--- src/rtl/lps_pkg.sv ---
package lps_pkg;

	localparam int COORD_BITS = 10;
	localparam int ERR_BITS   = COORD_BITS + 2;

	typedef logic [COORD_BITS-1:0]      coord_t;
	typedef logic signed [ERR_BITS-1:0] err_t;

	typedef enum logic {
		FUNC_LOAD = 1'b0,
		FUNC_STEP = 1'b1
	} func_t;

	typedef struct packed {
		func_t  func;
		coord_t x_start;
		coord_t y_start;
		coord_t x_end;
		coord_t y_end;
	} cmd_t;

	typedef struct packed {
		coord_t pix_x;
		coord_t pix_y;
		logic   last;
	} pix_t;

	typedef struct packed {
		logic   nonzero;
		logic   y_is_major;
		logic   minor_down;
		coord_t cur_x;
		coord_t cur_y;
		coord_t major_end;
		coord_t delta_major;
		coord_t delta_minor;
		err_t   err;
	} line_setup_t;

endpackage

--- src/rtl/lps_setup.sv ---
module lps_setup (
	input  lps_pkg::cmd_t        cmd,
	output lps_pkg::line_setup_t setup
);

	lps_pkg::coord_t dx;
	lps_pkg::coord_t dy;
	lps_pkg::coord_t xa;
	lps_pkg::coord_t ya;
	lps_pkg::coord_t xb;
	lps_pkg::coord_t yb;
	logic            y_major;
	logic            swap;

	localparam int PadBits = lps_pkg::ERR_BITS - lps_pkg::COORD_BITS;

	always_comb begin
		dx      = (cmd.x_start > cmd.x_end) ? cmd.x_start - cmd.x_end : cmd.x_end - cmd.x_start;
		dy      = (cmd.y_start > cmd.y_end) ? cmd.y_start - cmd.y_end : cmd.y_end - cmd.y_start;
		y_major = (dx <= dy);
		swap    = y_major ? (cmd.y_end < cmd.y_start) : (cmd.x_end < cmd.x_start);
		xa      = swap ? cmd.x_end   : cmd.x_start;
		ya      = swap ? cmd.y_end   : cmd.y_start;
		xb      = swap ? cmd.x_start : cmd.x_end;
		yb      = swap ? cmd.y_start : cmd.y_end;

		setup.nonzero     = (dx != '0) || (dy != '0);
		setup.y_is_major  = y_major;
		setup.minor_down  = y_major ? (xb < xa) : (yb < ya);
		setup.cur_x       = xa;
		setup.cur_y       = ya;
		setup.major_end   = y_major ? yb : xb;
		setup.delta_major = y_major ? dy : dx;
		setup.delta_minor = y_major ? dx : dy;
		setup.err         = $signed({{PadBits{1'b0}}, setup.delta_minor})
			- $signed({{PadBits{1'b0}}, setup.delta_major});
	end

endmodule

--- src/rtl/lps_core.sv ---
module lps_core (
	input  logic                 clk,
	input  logic                 arst_n,
	input  logic                 go,
	input  lps_pkg::func_t       func,
	input  lps_pkg::line_setup_t setup,
	output logic                 active,
	output logic                 out_free,
	output logic                 pix_valid,
	input  logic                 pix_stall,
	output lps_pkg::pix_t        pix
);

	localparam int PadBits = lps_pkg::ERR_BITS - lps_pkg::COORD_BITS;

	lps_pkg::coord_t cur_x_q;
	lps_pkg::coord_t cur_y_q;
	lps_pkg::coord_t major_end_q;
	lps_pkg::coord_t delta_major_q;
	lps_pkg::coord_t delta_minor_q;
	lps_pkg::err_t   err_q;
	logic            y_is_major_q;
	logic            minor_down_q;
	logic            active_q;
	logic            pix_valid_q;
	lps_pkg::pix_t   pix_q;

	logic            emit;
	logic            load;
	logic            is_last;
	logic            err_ge;
	lps_pkg::coord_t major_cur;
	lps_pkg::coord_t minor_cur;
	lps_pkg::coord_t minor_next;
	lps_pkg::err_t   dmaj_ext;
	lps_pkg::err_t   dmin_ext;
	lps_pkg::err_t   err_next;

	always_comb begin
		load       = go && (func == lps_pkg::FUNC_LOAD);
		emit       = go && (func == lps_pkg::FUNC_STEP) && active_q;
		major_cur  = y_is_major_q ? cur_y_q : cur_x_q;
		minor_cur  = y_is_major_q ? cur_x_q : cur_y_q;
		is_last    = (major_cur == major_end_q);
		err_ge     = !err_q[lps_pkg::ERR_BITS-1];
		minor_next = minor_down_q ? minor_cur - 1'b1 : minor_cur + 1'b1;
		dmaj_ext   = $signed({{PadBits{1'b0}}, delta_major_q});
		dmin_ext   = $signed({{PadBits{1'b0}}, delta_minor_q});
		err_next   = err_q + dmin_ext - (err_ge ? dmaj_ext : '0);
	end

	always_ff @(posedge clk or negedge arst_n) begin
		if (!arst_n) begin
			cur_x_q       <= '0;
			cur_y_q       <= '0;
			major_end_q   <= '0;
			delta_major_q <= '0;
			delta_minor_q <= '0;
			err_q         <= '0;
			y_is_major_q  <= 1'b0;
			minor_down_q  <= 1'b0;
			active_q      <= 1'b0;
		end else if (load) begin
			if (setup.nonzero) begin
				cur_x_q       <= setup.cur_x;
				cur_y_q       <= setup.cur_y;
				major_end_q   <= setup.major_end;
				delta_major_q <= setup.delta_major;
				delta_minor_q <= setup.delta_minor;
				err_q         <= setup.err;
				y_is_major_q  <= setup.y_is_major;
				minor_down_q  <= setup.minor_down;
				active_q      <= 1'b1;
			end else begin
				active_q <= 1'b0;
			end
		end else if (emit) begin
			if (is_last) begin
				active_q <= 1'b0;
			end else begin
				err_q <= err_next;
				if (y_is_major_q) begin
					cur_y_q <= cur_y_q + 1'b1;
					if (err_ge) begin
						cur_x_q <= minor_next;
					end
				end else begin
					cur_x_q <= cur_x_q + 1'b1;
					if (err_ge) begin
						cur_y_q <= minor_next;
					end
				end
			end
		end
	end

	always_ff @(posedge clk or negedge arst_n) begin
		if (!arst_n) begin
			pix_valid_q <= 1'b0;
		end else if (emit) begin
			pix_valid_q <= 1'b1;
		end else if (!pix_stall) begin
			pix_valid_q <= 1'b0;
		end
	end

	always_ff @(posedge clk) begin
		if (emit) begin
			pix_q.pix_x <= cur_x_q;
			pix_q.pix_y <= cur_y_q;
			pix_q.last  <= is_last;
		end
	end

	assign active    = active_q;
	assign out_free  = !pix_valid_q || !pix_stall;
	assign pix_valid = pix_valid_q;
	assign pix       = pix_q;

	a_err_range: assert property (@(posedge clk) disable iff (!arst_n)
		active_q |-> (err_q < dmin_ext) && (err_q >= -dmaj_ext))
		else $error("error term out of range");

	a_last_idles: assert property (@(posedge clk) disable iff (!arst_n)
		emit && is_last |=> !active_q)
		else $error("still active after final pixel");

	a_no_overwrite: assert property (@(posedge clk) disable iff (!arst_n)
		emit |-> !pix_valid_q || !pix_stall)
		else $error("held pixel beat overwritten");

	a_major_nonzero: assert property (@(posedge clk) disable iff (!arst_n)
		active_q |-> delta_major_q != '0)
		else $error("active line with zero major delta");

endmodule

--- src/rtl/line_pixel_stepper.sv ---
// line_pixel_stepper: integer line rasterizer, one pixel per step beat.
// A step beat passes the input register, then the state update and pixel register,
// before its pixel beat shows; a held pixel beat can stall it in the input register.
// Throughput: one command beat per cycle while not stalled; a held pixel beat stalls step beats.
// Reset (arst_n low): no line loaded, both registers empty, core line state zero.
module line_pixel_stepper (
	input  logic          clk,
	input  logic          arst_n,
	input  logic          cmd_valid,
	output logic          cmd_stall,
	input  lps_pkg::cmd_t cmd,
	output logic          pix_valid,
	input  logic          pix_stall,
	output lps_pkg::pix_t pix
);

	logic                 cmd_valid_s1;
	lps_pkg::cmd_t        cmd_s1;
	lps_pkg::line_setup_t setup;
	logic                 active;
	logic                 out_free;
	logic                 go;

	assign go        = cmd_valid_s1 && ((cmd_s1.func == lps_pkg::FUNC_LOAD) || !active || out_free);
	assign cmd_stall = cmd_valid_s1 && !go;

	always_ff @(posedge clk or negedge arst_n) begin
		if (!arst_n) begin
			cmd_valid_s1 <= 1'b0;
		end else if (cmd_valid && !cmd_stall) begin
			cmd_valid_s1 <= 1'b1;
		end else if (go) begin
			cmd_valid_s1 <= 1'b0;
		end
	end

	always_ff @(posedge clk) begin
		if (cmd_valid && !cmd_stall) begin
			cmd_s1 <= cmd;
		end
	end

	lps_setup u_setup (
		.cmd   (cmd_s1),
		.setup (setup)
	);

	lps_core u_core (
		.clk       (clk),
		.arst_n    (arst_n),
		.go        (go),
		.func      (cmd_s1.func),
		.setup     (setup),
		.active    (active),
		.out_free  (out_free),
		.pix_valid (pix_valid),
		.pix_stall (pix_stall),
		.pix       (pix)
	);

endmodule
--- config.mk ---
export PLATFORM = sky130hd
export DESIGN_NAME = line_pixel_stepper
export DESIGN_NICKNAME = d
export VERILOG_FILES = /design/src/rtl/lps_pkg.sv /design/src/rtl/lps_setup.sv /design/src/rtl/lps_core.sv /design/src/rtl/line_pixel_stepper.sv
export SDC_FILE = /design/constraint.sdc
export NUM_CORES = 1
export LEC_CHECK = 0
export BUFFER_PORTS_ARGS = -buffer_cell sky130_fd_sc_hd__buf_2
export CAP_MARGIN = 10
export CORE_AREA = 2 2 92 183
export DETAILED_ROUTE_END_ITERATION = 16
export DIE_AREA = 0 0 94 185
export HOLD_SLACK_MARGIN = 0.03
export PLACE_DENSITY = 0.86
export SYNTH_ARGS = -nofsm -noshare
export SYNTH_HDL_FRONTEND = slang
export SYNTH_SLANG_ARGS = --single-unit
--- constraint.sdc ---
create_clock -name clk -period 17.8 [get_ports clk]
set_input_delay 0.89 -clock clk [delete_from_list [all_inputs] [get_ports clk]]
set_output_delay 0.89 -clock clk [all_outputs]
set_load 0.1 [all_outputs]
==> results.tsv <==
metric	value	unit
Ys Warns	0	
hpwl dp	21400	um
skew final	0.00681	ns
Switching Share	47.9	%
final WL	28500	um
Residual DRC	0	
ys async rst share	51.9	%
multi-input logic area	6270	um^2
drt via density	6.30	
Pwr per Cell Area	192	nW/um^2
P_sw	1060	uW
worst path required time	18.13	ns
CTS sink count	129	
Post-Route Utilization	71.2	%
area delta synth->final	8.70	%
worst-path cell chain	ha_1 > nand4_1 > o21ai_1 > o211a_1 > o21a_4 > mux2i_1 > o221ai_1 > xnor2_1 > inv_1 > ha_1 > and3_1 > nand2_1 > nor2_1 > o211ai_1 > o31a_4 > a211oi_1 > a21o_1 > buf_4 > mux2_2 > a32o_1 > o221ai_1 > nand4_1 > o311ai_1	
Initial DRT Pass Iterations	5	
Post-synth EDFFs	62	
Critical Path Source	cmd_s1[23]	
hold crit path type	flop to flop	
outcome	completed	
setup repair bufs after CTS	0	
critical-path maximum fanout	56	
Die Span Y	185	um
hold buffers post-CTS	0	
Setup violations, final	0	
GRT Overall Usage	33.6	%
actual slew at the worst max-slew pin	1.19	ns
fin. max-slew vios	0	
crit end category	flop	
Netlist cell types	87	
Critical-path top delay cell	a211oi_1	
CP startpoint kind	flop	
htree depth	4	
worst skew pair latency	0.43	ns
post-CTS sizing	0	
TritonCTS clock tree	built	
I/O Buffers	67	
R2R setup slack	10.56	ns
initial antenna violation count	0	
clock slew at reported path FFs	0.06	ns
Core Region	16100	um^2
layout cell share with drive strength beyond 1	13.7	%
Synth top area share	17.6	%
Critical R2R Launch	cmd_s1[23]	
die area	17400	um^2
ys flop type	dfrtp_1	
Via Count	9220	
hold path cells	2	
Period Utilization, post-route	40.7	%
Static Leak	0.00511	uW
Syn Std Cell Area	10600	um^2
Root Buffer	clkbuf_16	
initial DRC count	571	
GP Congestion	1.01	
delay of the slowest critical-path stage	0.71	ns
Antenna Diode Count	0	
area leader, netlist	edfxtp_1	
WL per Instance	19.5	um
CP Data Arrival Time	7.56	ns
Setup crit end	u_core.minor_down_q	
Fmax achieved	0.138	GHz
internal power	1150	uW
Slew headroom	20.9	%
vias in the first global route	8935	
ranking of synthesized cells by area	edfxtp_1 (18%), dfrtp_1 (16%), ha_1 (8.5%)	
largest net degree at the start of global routing	68	
Die Wd	94	um
Fin. Hold Viols	0	
syn avg cell area	8.71	um^2
FF+latch area	3540	um^2
#FFs+latches synth	129	
worst-case clock buffer depth	2	
total negative setup slack	0	ns
Num CTS Buffers	17	
RSZ-0062 raised after global routing	false	
global-route wire length before repair	45100	um
Final nets	1379	
Ports	68	
Reg power frac	23.2	%
WS Path Type	flop to flop	
FF-to-FF End	u_core.minor_down_q	
Initial Util	65.5	%
Gate power share	61.5	%
Clk pwr share	15.3	%
reg2reg path depth	23	
GRT overflow	0	
fill cell count	1249	
num rows	66	
Worst VDD drop	0.119	mV
Mapped Cells	1212	
MaxCap Viol Count	0	
minimum clock period	7.24	ns
post-route ant nets	0	
sequential fraction of the synthesis area	33.5	%
Syn Nets	1344	
cells by family after synthesis:
group / count (synthesis) / synth area share, %
AOI/OAI and AO/OA: 357 / 22.1
xor gates and xnor gates: 56 / 4.65
buffers and inverters: 176 / 7.21
adders and majority gates: 87 / 11.4
and+or+nand+nor: 355 / 15.9
muxes: 52 / 5.22
DFF: 129 / 33.5
placed cells by master, fill, tap and decap left out, drive strengths merged, types with 7 or more instances in the layout:
cell type	count
nand2	163
inv	122
o21ai	107
a21oi	92
buf	75
ha	72
dfrtp	67
nor2	63
edfxtp	62
xnor2	40
nand3	34
o211ai	33
mux2i	28
a21o	28
mux2	24
nor2b	21
nor3	18
clkbuf	17
xor2	16
fa	15
a211oi	13
o21a	12
a31oi	11
o21bai	10
and3	9
nand4	9
and2	8
o221ai	7
or3	7
metrics by stage:
step	hold WS (ns)	total power [uW]	cells	worst slack (ns)	instance area (um^2)
finish	0.469	2210	1464	10.56	11500
detailed placement	0.456	1840	1431	10.79	10900
global route	0.479	2380	1464	10.31	11500
CTS	0.468	2190	1463	10.76	11400
global placement	0.446	1790	1431	10.96	10900
floorplan	0.423	1540	1212	12.08	10600
per-layer routing:
layer / up-vias / share of wire (%) / GRT usage (%)
li1: 4337 / - / -
met1: 4394 / 40 / 42.7
met2: 409 / 49 / 55.4
met3: 80 / 6.3 / 4.92
met4: 0 / 4.8 / 16.8
met5: - / 0 / 0
worst max-delay path, delay by kind of cell, from the launching register on:
| kind | cells | cell delay [ns] |
|---|---|---|
| DFF | 1 | 0.46 |
| xor gates and xnor gates | 1 | 0.62 |
| adders and majority gates | 2 | 0.92 |
| muxes | 2 | 0.76 |
| and+or+nand+nor | 5 | 0.91 |
| buffers and inverters | 2 | 0.61 |
| AOI/OAI and AO/OA | 11 | 2.82 |
worst min path at each step:
| stage | slack [ns] | from | endpoint |
|---|---|---|---|
| floorplan | 0.42 | u_core.cur_x_q[5] | u_core.pix[16] |
| global route | 0.48 | u_core.delta_major_q[3] | u_core.delta_major_q[3] |
| global placement | 0.45 | u_core.delta_major_q[3] | u_core.delta_major_q[3] |
| detailed placement | 0.46 | u_core.delta_major_q[6] | u_core.delta_major_q[6] |
| finish | 0.47 | u_core.delta_major_q[6] | u_core.delta_major_q[6] |
| CTS | 0.47 | u_core.delta_major_q[6] | u_core.delta_major_q[6] |
power by group through the flow:
stage | registers, uW | clock network, uW | logic [uW]
finish | 511 | 338 | 1360
global route | 525 | 351 | 1500
CTS | 509 | 340 | 1340
detailed placement | 514 | 0 | 1320
global placement | 510 | 0 | 1280
floorplan | 502 | 0 | 1040
area by class of cell:
class / instances / area share, %
multi-input combinational: 907 / 54.7
sequential: 129 / 30.9
inverter: 117 / 3.83
clock buffer: 17 / 3.71
timing repair buffer: 75 / 3.56
tap: 204 / 2.23
clock inverter: 15 / 1.16
synthesized netlist by cell type (13+ instances only):
master,instances
a211oi_1,13
a21o_1,26
a21oi_1,88
clkbuf_1,31
dfrtp_1,67
edfxtp_1,62
fa_1,15
ha_1,72
inv_1,115
mux2_2,23
mux2i_1,28
nand2_1,162
nand3_1,34
nor2_1,62
nor2b_1,21
nor3_1,15
o211ai_1,30
o21ai_0,102
xnor2_1,40
xor2_1,16
flip-flops by register name (all words and copies together), names as in the netlist:
register / flops
u_core.y_is_major_q: 1
u_core.delta_minor_q: 10
u_core.cur_y_q: 10
u_core.pix_valid: 1
cmd_valid_s1: 1
cmd_s1: 41
u_core.pix: 21
u_core.minor_down_q: 1
u_core.active: 1
u_core.cur_x_q: 10
u_core.major_end_q: 10
u_core.err_q: 12
u_core.delta_major_q: 10
Power figures use the tool's default switching activity.
